### src/rtl/core/srlm_pkg.sv
package srlm_pkg;

    localparam int SAMPLE_W    = 16;
    localparam int SUM_W       = 43;
    localparam int CNT_W       = 13;
    localparam int DECAY_W     = 17;
    localparam int MAX_FRAMES  = 4096;
    localparam int MEAN_W      = 31;
    localparam int ROOT_W      = 32;
    localparam int PROD_W      = 34;
    localparam int STEP_W      = 6;
    localparam int DIV_STEPS   = SUM_W;
    localparam int SQRT_STEPS  = 16;

    localparam logic [DECAY_W-1:0]  DECAY_RESET = 17'd55706;
    localparam logic [DECAY_W-1:0]  ONE_Q16     = 17'd65536;
    localparam logic [SAMPLE_W-1:0] FULL_SCALE  = 16'd32768;
    localparam logic [ROOT_W-1:0]   SQRT_BIT0   = 32'h4000_0000;

    typedef struct packed {
        logic signed [SAMPLE_W-1:0] left;
        logic signed [SAMPLE_W-1:0] right;
        logic                       last;
    } srlm_in_t;

    typedef struct packed {
        logic [SAMPLE_W-1:0] level;
        logic [SAMPLE_W-1:0] rms;
        logic [CNT_W-1:0]    frames_counted;
        logic                overlong;
    } srlm_out_t;

    // one finished buffer, handed from front to back
    typedef struct packed {
        logic [SUM_W-1:0] sum;
        logic [CNT_W-1:0] count;
        logic             overlong;
    } srlm_buf_t;

    typedef struct packed {
        logic push;
        logic full;
        logic pop;
        logic empty;
    } srlm_q_ctl_t;

    typedef enum logic [2:0] {
        BK_IDLE,
        BK_DIV,
        BK_SQRT,
        BK_MUL_A,
        BK_MUL_B,
        BK_DONE
    } srlm_back_state_t;

endpackage

### src/rtl/core/srlm_front.sv
module srlm_front
    import srlm_pkg::*;
(
    input  logic      aclk,
    input  logic      aresetn,
    input  logic      s_valid,
    output logic      s_ready,
    input  srlm_in_t  s_data,
    input  logic      q_full,
    output logic      q_push,
    output srlm_buf_t q_data
);

    logic [SUM_W-1:0]    sum_reg, sum_next;
    logic [CNT_W-1:0]    count_reg, count_next;
    logic                ovf_reg, ovf_next;
    logic [SAMPLE_W:0]   pair_sum;
    logic [SAMPLE_W-1:0] mid;
    logic [SAMPLE_W-1:0] mag;
    logic [2*SAMPLE_W-1:0] square;
    logic                in_range;
    logic                accept;

    assign s_ready = !q_full;
    assign accept  = s_valid && s_ready;

    // mid = floor((l + r) / 2); magnitude of 0x8000 still fits unsigned
    assign pair_sum = {s_data.left[SAMPLE_W-1], s_data.left}
                    + {s_data.right[SAMPLE_W-1], s_data.right};
    assign mid      = pair_sum[SAMPLE_W:1];
    assign mag      = mid[SAMPLE_W-1] ? (SAMPLE_W'(0) - mid) : mid;
    assign square   = mag * mag;
    assign in_range = count_reg < CNT_W'(MAX_FRAMES);

    always_comb begin
        if (in_range) begin
            sum_next   = sum_reg + SUM_W'(square);
            count_next = count_reg + CNT_W'(1);
            ovf_next   = ovf_reg;
        end else begin
            sum_next   = sum_reg;
            count_next = count_reg;
            ovf_next   = 1'b1;
        end
    end

    assign q_push         = accept && s_data.last;
    assign q_data.sum      = sum_next;
    assign q_data.count    = count_next;
    assign q_data.overlong = ovf_next;

    always_ff @(posedge aclk) begin
        if (!aresetn) begin
            sum_reg   <= '0;
            count_reg <= '0;
            ovf_reg   <= 1'b0;
        end else if (accept) begin
            if (s_data.last) begin
                sum_reg   <= '0;
                count_reg <= '0;
                ovf_reg   <= 1'b0;
            end else begin
                sum_reg   <= sum_next;
                count_reg <= count_next;
                ovf_reg   <= ovf_next;
            end
        end
    end

endmodule

### src/rtl/core/srlm_queue.sv
module srlm_queue
    import srlm_pkg::*;
(
    input  logic        aclk,
    input  logic        aresetn,
    input  logic        push,
    input  srlm_buf_t   wr_data,
    input  logic        pop,
    output srlm_buf_t   rd_data,
    output logic        full,
    output logic        empty
);

    srlm_buf_t  entry_reg [2];
    logic       wr_ptr_reg;
    logic       rd_ptr_reg;
    logic [1:0] fill_reg;

    assign full    = fill_reg == 2'd2;
    assign empty   = fill_reg == 2'd0;
    assign rd_data = entry_reg[rd_ptr_reg];

    always_ff @(posedge aclk) begin
        if (push) begin
            entry_reg[wr_ptr_reg] <= wr_data;
        end
    end

    always_ff @(posedge aclk) begin
        if (!aresetn) begin
            wr_ptr_reg <= 1'b0;
            rd_ptr_reg <= 1'b0;
            fill_reg   <= 2'd0;
        end else begin
            if (push) begin
                wr_ptr_reg <= !wr_ptr_reg;
            end
            if (pop) begin
                rd_ptr_reg <= !rd_ptr_reg;
            end
            if (push && !pop) begin
                fill_reg <= fill_reg + 2'd1;
            end else if (pop && !push) begin
                fill_reg <= fill_reg - 2'd1;
            end
        end
    end

endmodule

### src/rtl/core/srlm_back.sv
module srlm_back
    import srlm_pkg::*;
(
    input  logic               aclk,
    input  logic               aresetn,
    input  logic               q_empty,
    input  srlm_buf_t          q_data,
    output logic               q_pop,
    input  logic [DECAY_W-1:0] decay,
    output logic               m_valid,
    input  logic               m_ready,
    output srlm_out_t          m_data
);

    srlm_back_state_t state_reg, state_next;

    logic [CNT_W-1:0]    div_reg;
    logic [CNT_W-1:0]    rem_reg, rem_next;
    logic [SUM_W-1:0]    quo_reg, quo_next;
    logic [CNT_W:0]      div_trial;
    logic [STEP_W-1:0]   step_reg;
    logic                ovf_reg;
    logic [ROOT_W-1:0]   x_reg, x_next;
    logic [ROOT_W-1:0]   root_reg, root_next;
    logic [ROOT_W-1:0]   bit_reg;
    logic [ROOT_W-1:0]   sqrt_trial;
    logic [SAMPLE_W-1:0] rms_reg;
    logic [SAMPLE_W-1:0] level_reg;
    logic [PROD_W-1:0]   prod_reg;
    logic [DECAY_W-1:0]  d_eff;
    logic [DECAY_W-1:0]  w_new;
    logic [PROD_W-1-16:0] lv_raw;
    logic [SAMPLE_W-1:0] lv_clamped;
    logic                out_free;
    logic                load_out;
    logic                m_valid_reg;
    srlm_out_t           m_data_reg;

    assign out_free = !m_valid_reg || m_ready;

    always_comb begin
        state_next = state_reg;
        case (state_reg)
            BK_IDLE:  if (!q_empty) state_next = BK_DIV;
            BK_DIV:   if (step_reg == STEP_W'(DIV_STEPS - 1)) state_next = BK_SQRT;
            BK_SQRT:  if (step_reg == STEP_W'(SQRT_STEPS - 1)) state_next = BK_MUL_A;
            BK_MUL_A: state_next = BK_MUL_B;
            BK_MUL_B: state_next = BK_DONE;
            BK_DONE:  if (out_free) state_next = BK_IDLE;
            default:  state_next = BK_IDLE;
        endcase
    end

    always_comb begin
        q_pop    = 1'b0;
        load_out = 1'b0;
        case (state_reg)
            BK_IDLE: q_pop    = !q_empty;
            BK_DONE: load_out = out_free;
            default: begin
                q_pop    = 1'b0;
                load_out = 1'b0;
            end
        endcase
    end

    // restoring divide, one quotient bit per cycle
    assign div_trial = {rem_reg, quo_reg[SUM_W-1]};
    always_comb begin
        if (div_trial >= {1'b0, div_reg}) begin
            rem_next = CNT_W'(div_trial - {1'b0, div_reg});
            quo_next = {quo_reg[SUM_W-2:0], 1'b1};
        end else begin
            rem_next = div_trial[CNT_W-1:0];
            quo_next = {quo_reg[SUM_W-2:0], 1'b0};
        end
    end

    // digit-by-digit square root, two radicand bits per cycle
    assign sqrt_trial = root_reg + bit_reg;
    always_comb begin
        if (x_reg >= sqrt_trial) begin
            x_next    = x_reg - sqrt_trial;
            root_next = (root_reg >> 1) + bit_reg;
        end else begin
            x_next    = x_reg;
            root_next = root_reg >> 1;
        end
    end

    assign d_eff      = (decay > ONE_Q16) ? ONE_Q16 : decay;
    assign w_new      = ONE_Q16 - d_eff;
    assign lv_raw     = prod_reg[PROD_W-1:16];
    assign lv_clamped = (lv_raw > (PROD_W-16)'(FULL_SCALE)) ? FULL_SCALE
                                                            : lv_raw[SAMPLE_W-1:0];

    always_ff @(posedge aclk) begin
        case (state_reg)
            BK_IDLE: begin
                rem_reg  <= '0;
                quo_reg  <= q_data.sum;
                div_reg  <= q_data.count;
                ovf_reg  <= q_data.overlong;
                step_reg <= '0;
            end
            BK_DIV: begin
                rem_reg  <= rem_next;
                quo_reg  <= quo_next;
                if (step_reg == STEP_W'(DIV_STEPS - 1)) begin
                    step_reg <= '0;
                    x_reg    <= ROOT_W'(quo_next[MEAN_W-1:0]);
                    root_reg <= '0;
                    bit_reg  <= SQRT_BIT0;
                end else begin
                    step_reg <= step_reg + STEP_W'(1);
                end
            end
            BK_SQRT: begin
                x_reg    <= x_next;
                root_reg <= root_next;
                bit_reg  <= bit_reg >> 2;
                step_reg <= step_reg + STEP_W'(1);
                if (step_reg == STEP_W'(SQRT_STEPS - 1)) begin
                    rms_reg <= root_next[SAMPLE_W-1:0];
                end
            end
            BK_MUL_A: prod_reg <= PROD_W'(level_reg) * d_eff;
            BK_MUL_B: prod_reg <= prod_reg + PROD_W'(rms_reg) * w_new;
            default:  step_reg <= step_reg;
        endcase
    end

    always_ff @(posedge aclk) begin
        if (!aresetn) begin
            state_reg   <= BK_IDLE;
            level_reg   <= '0;
            m_valid_reg <= 1'b0;
        end else begin
            state_reg <= state_next;
            if (load_out) begin
                level_reg   <= lv_clamped;
                m_valid_reg <= 1'b1;
            end else if (m_ready) begin
                m_valid_reg <= 1'b0;
            end
        end
    end

    always_ff @(posedge aclk) begin
        if (load_out) begin
            m_data_reg.level          <= lv_clamped;
            m_data_reg.rms            <= rms_reg;
            m_data_reg.frames_counted <= div_reg;
            m_data_reg.overlong       <= ovf_reg;
        end
    end

    assign m_valid = m_valid_reg;
    assign m_data  = m_data_reg;

endmodule

### src/rtl/core/stereo_rms_level_meter_unit.sv
// Stereo RMS level meter. Frames (left/right Q1.15, last flag) are taken one per
// cycle; the front squares the mid value (l+r)>>1 and sums it, up to 4096 frames
// per buffer (later frames are dropped and flagged overlong). The last frame of a
// buffer hands the sum and count to a two-entry queue and the front goes on at
// full rate. The back turns each buffer into one result word: a bit-serial
// divide, a square root, multiply steps MUL_A and MUL_B for the smoothing
// level' = (level*decay + rms*(65536-decay))>>16 clamped to 32768, and a DONE
// step that loads the output register once free, then takes the next buffer.
// The frame input stalls only when both queue entries are still waiting. decay
// resets to 55706 and should be written only while the meter is idle.
module stereo_rms_level_meter_unit
    import srlm_pkg::*;
(
    input  logic               aclk,
    input  logic               aresetn,
    input  logic               s_valid,
    output logic               s_ready,
    input  srlm_in_t           s_data,
    output logic               m_valid,
    input  logic               m_ready,
    output srlm_out_t          m_data,
    input  logic               cfg_valid,
    output logic               cfg_ready,
    input  logic [DECAY_W-1:0] cfg_data
);

    logic [DECAY_W-1:0] decay_reg;
    srlm_q_ctl_t        q_ctl;
    srlm_buf_t          push_buf;
    srlm_buf_t          head_buf;

    assign cfg_ready = 1'b1;

    always_ff @(posedge aclk) begin
        if (!aresetn) begin
            decay_reg <= DECAY_RESET;
        end else if (cfg_valid && cfg_ready) begin
            decay_reg <= cfg_data;
        end
    end

    srlm_front u_front (
        .aclk    (aclk),
        .aresetn (aresetn),
        .s_valid (s_valid),
        .s_ready (s_ready),
        .s_data  (s_data),
        .q_full  (q_ctl.full),
        .q_push  (q_ctl.push),
        .q_data  (push_buf)
    );

    srlm_queue u_queue (
        .aclk    (aclk),
        .aresetn (aresetn),
        .push    (q_ctl.push),
        .wr_data (push_buf),
        .pop     (q_ctl.pop),
        .rd_data (head_buf),
        .full    (q_ctl.full),
        .empty   (q_ctl.empty)
    );

    srlm_back u_back (
        .aclk    (aclk),
        .aresetn (aresetn),
        .q_empty (q_ctl.empty),
        .q_data  (head_buf),
        .q_pop   (q_ctl.pop),
        .decay   (decay_reg),
        .m_valid (m_valid),
        .m_ready (m_ready),
        .m_data  (m_data)
    );

    a_no_push_when_full: assert property (@(posedge aclk) disable iff (!aresetn)
        q_ctl.push |-> !q_ctl.full)
        else $error("buffer word pushed into full queue");

    a_no_pop_when_empty: assert property (@(posedge aclk) disable iff (!aresetn)
        q_ctl.pop |-> !q_ctl.empty)
        else $error("buffer word popped from empty queue");

    a_level_clamped: assert property (@(posedge aclk) disable iff (!aresetn)
        m_valid |-> (m_data.level <= FULL_SCALE) && (m_data.rms <= FULL_SCALE))
        else $error("level or rms above full scale");

    a_frames_nonzero: assert property (@(posedge aclk) disable iff (!aresetn)
        m_valid |-> (m_data.frames_counted != '0))
        else $error("result word with zero frames");

endmodule
### config.mk
export PLATFORM = sky130hd
export DESIGN_NAME = stereo_rms_level_meter_unit
export DESIGN_NICKNAME = d
export VERILOG_FILES = /design/src/rtl/core/srlm_pkg.sv /design/src/rtl/core/srlm_front.sv /design/src/rtl/core/srlm_queue.sv /design/src/rtl/core/srlm_back.sv /design/src/rtl/core/stereo_rms_level_meter_unit.sv
export SDC_FILE = /design/constraint.sdc
export NUM_CORES = 2
export LEC_CHECK = 0
export BUFFER_PORTS_ARGS = -buffer_cell sky130_fd_sc_hd__buf_2
export CELL_PAD_IN_SITES_DETAIL_PLACEMENT = 0
export CELL_PAD_IN_SITES_GLOBAL_PLACEMENT = 1
export CORE_MARGIN = 5
export CORE_UTILIZATION = 30
export DETAILED_ROUTE_END_ITERATION = 8
export PLACE_DENSITY_LB_ADDON = 0.08
export SLEW_MARGIN = 20
export SYNTH_ARGS = -nofsm -noshare
export SYNTH_HDL_FRONTEND = slang
export SYNTH_SLANG_ARGS = --single-unit
### constraint.sdc
create_clock -name aclk -period 22.2 [get_ports aclk]
set_input_delay 4.44 -clock aclk [delete_from_list [all_inputs] [get_ports aclk]]
set_output_delay 4.44 -clock aclk [all_outputs]
set_load 0.03 [all_outputs]
==> qor.yml <==
cts:
  clkLatencyLatePin_ps: 640
  cts_tree: "built"
  postCtsHoldBufs: 0
  cts-root-buf: "clkbuf_16"
  numClockSinks: 465
  cts.repair.resized: 0
  post-cts-setup-buffer-count: 0
  htree_num_levels: 2
  cts_buffer_depth: 3
  cts_made_buffers: 53
  path_clk_slew_ps: 70
route:
  drt-total-wl_um: 149000
  dr_wl_met3_um: 4930
  highest_layer: "met4"
  wl_met1_um: 76300
  dr_total_vias: 35600
  antenna_left: 0
  drtIter0Drc: 1750
  avgRoutedWirePerCell_um: 19.6
  dr_wl_met2_um: 65500
  firstDrtPassIters: 5
  drc: 0
  post_drt_via_cell_ratio: 4.69
critical_path:
  critPathLaunchType: "primary input"
  rrSetupSlack_ps: 11250
  cp_common_cell: "fa_1"
  critical_path_arrival_ps: 13600
  critical_path_class: "primary input to flop"
  cp_slowest_cell: "xor2_1"
  crit_path_end_kind: "flop"
  startpoint: "s_data[2]"
  worstPathRequired_ps: 22540
  timing.rr.start: "decay_reg[2]"
  cp_slowest_stage_delay_ps: 780
  critPathMaxFanout: 10
  reg2reg_depth: 32
logic_synthesis:
  ys_top_cells_by_count: "inv_1, nand2_1, fa_1, ha_1, edfxtp_1"
  synth_flop_cell: "edfxtp_1"
  synth_top_family_by_area: "adder cells"
  synth_top_area_share_pct: 25.6
  synth.area.top_cells: "fa_1, edfxtp_1, ha_1, inv_1, nand2_1"
  synth_xor_xnor_area_share_pct: 4.26
  ys_warn_count: 0
  synth.cell_area_um2: 50500
  synth_seq_area_share_pct: 25.7
  synth_edf_count: 366
  async_flop_share_pct: 0
  synth_seq_cells: 465
  synthDistinctLibCells: 99
  yosysMostFrequentCell: "inv_1"
  syn_inst: 5304
  synth_top_area_cell: "fa_1"
  synth_fa_ha_area_share_pct: 35.9
  synth_compound_area_share_pct: 9.24
  synth_area_per_cell_um2: 9.53
  yosys.area_share.simple_pct: 14.4
  synthMuxAreaShare_pct: 2.14
timing:
  finalSetupTns_ps: 0
  relSlewSlack_pct: 22.9
  rsz0062_at_grt: "false"
  max_clock_freq_mhz: 75.4
  fin_crit_sh_pct: 59.7
  fin_skew_ps: 70.5
  setup_viol: 0
  hold_viol_final: 0
  tightest_slew_ps: 1160
  post-route-min-period_ps: 13260
  slew_viol_final: 0
global_route:
  overflow: 0
  grt_pass1_vias: 38100
  grt_start_max_net_pins: 81
  grt_usage_pct: 17.0
  grt_pass1_wl_um: 234000
  antenna_found_initial: 7
cells_and_area:
  largest_register_ffs: 114
  multi_input_area_um2: 33500
  syn2layout_area_growth_pct: 9.81
  nFillCells: 17500
  final_nets: 6455
  seqCellArea_um2: 13000
  drive_above_1_share_pct: 6.87
  diodes: 0
placement:
  io_buffers: 102
  routabilityCongestion: 0.791
  dp_hpwl_um: 114000
die:
  die_area_um2: 177000
  rows: 150
  coreArea_um2: 167000
  die_h_um: 420
  initial_core_util_pct: 30.2
  io_pins: 104
  die_w_um: 420
status:
  status: "finished clean"
run:
  cap_violations: 0
hold_path:
  hp-start: "u_back.ovf_reg"
  hold_depth: 0
  min_path_type: "flop to flop"
-- final timing paths --
check / end
setup / recovery: u_queue.entry_reg[1][40]
hold / removal: u_back.m_data[0]
setup reg to reg: u_back.prod_reg[32]
hold reg to reg: u_back.m_data[0]
-- routing by layer --
metal  up-vias  GRT usage [%]
met5         -              0
met4         0           2.45
met3       106           1.71
met2       487           27.0
met1     17800           25.7
li1      17200              -
-- area by class of cell --
| type | count | area share, % |
|---|---|---|
| sequential | 465 | 23.4 |
| tap | 2204 | 4.97 |
| timing repair buffer | 180 | 1.97 |
| clock buffer | 71 | 2.55 |
| clock inverter | 28 | 0.667 |
| inverter | 910 | 6.16 |
| multi-input combinational | 3728 | 60.3 |
-- stage by stage --
step / hold WS (ps) / cells / setup slack [ps] / instance area, um2 / util (%)
6_report: 433 / 7586 / 8940 / 55500 / 33.2
5_1_grt: 458 / 7586 / 8300 / 55500 / 33.2
4_1_cts: 445 / 7586 / 8880 / 55500 / 33.2
3_5_place_dp: 431 / 7487 / 8200 / 53700 / 32.1
3_3_place_gp: 440 / 7487 / 8350 / 53700 / 32.1
2_1_floorplan: 400 / 5314 / 9590 / 50600 / -
-- worst max-delay path: cells and delay by family --
family / cells / cell delay [ps]
AO/OA/AOI/OAI: 10 / 2490
XOR/XNOR: 2 / 940
adder cells (fa/ha/maj): 8 / 3710
buffers and inverters: 4 / 500
AND/OR/NAND/NOR: 8 / 1510
-- layout by cell type (no fill, tap or decap), types with 22 or more instances in the layout --
cell	Yosys	routed
and2_1	193	192
a31oi_1	42	42
o21bai_1	34	34
a21o_1	64	64
dfxtp_1	99	97
nand2_1	729	729
edfxtp_1	366	366
nand2b_1	22	22
nand4_1	28	28
ha_1	416	416
clkbuf_16	0	53
nand3_1	60	60
nor2_1	284	281
nor2b_1	45	40
mux2i_1	79	79
inv_1	896	896
buf_4	3	78
a21oi_1	193	193
mux2_2	24	24
o21ai_0	226	225
a22oi_1	22	22
xnor2_1	130	128
nor3_1	47	44
fa_1	646	646
buf_2	19	102
and3_1	72	71
xor2_1	110	110
-- kinds of logic after synthesis --
| kind of cell | Yosys count |
|---|---|
| buffers and inverters | 1121 |
| flip-flops | 465 |
| multiplexers | 104 |
| AO/OA/AOI/OAI | 739 |
| XOR/XNOR | 243 |
| adder cells (fa/ha/maj) | 1062 |
| AND/OR/NAND/NOR | 1568 |
| other | 2 |
Power is not shown: default switching activity piles up to over one toggle a cycle in this logic, so the estimate is an artifact.
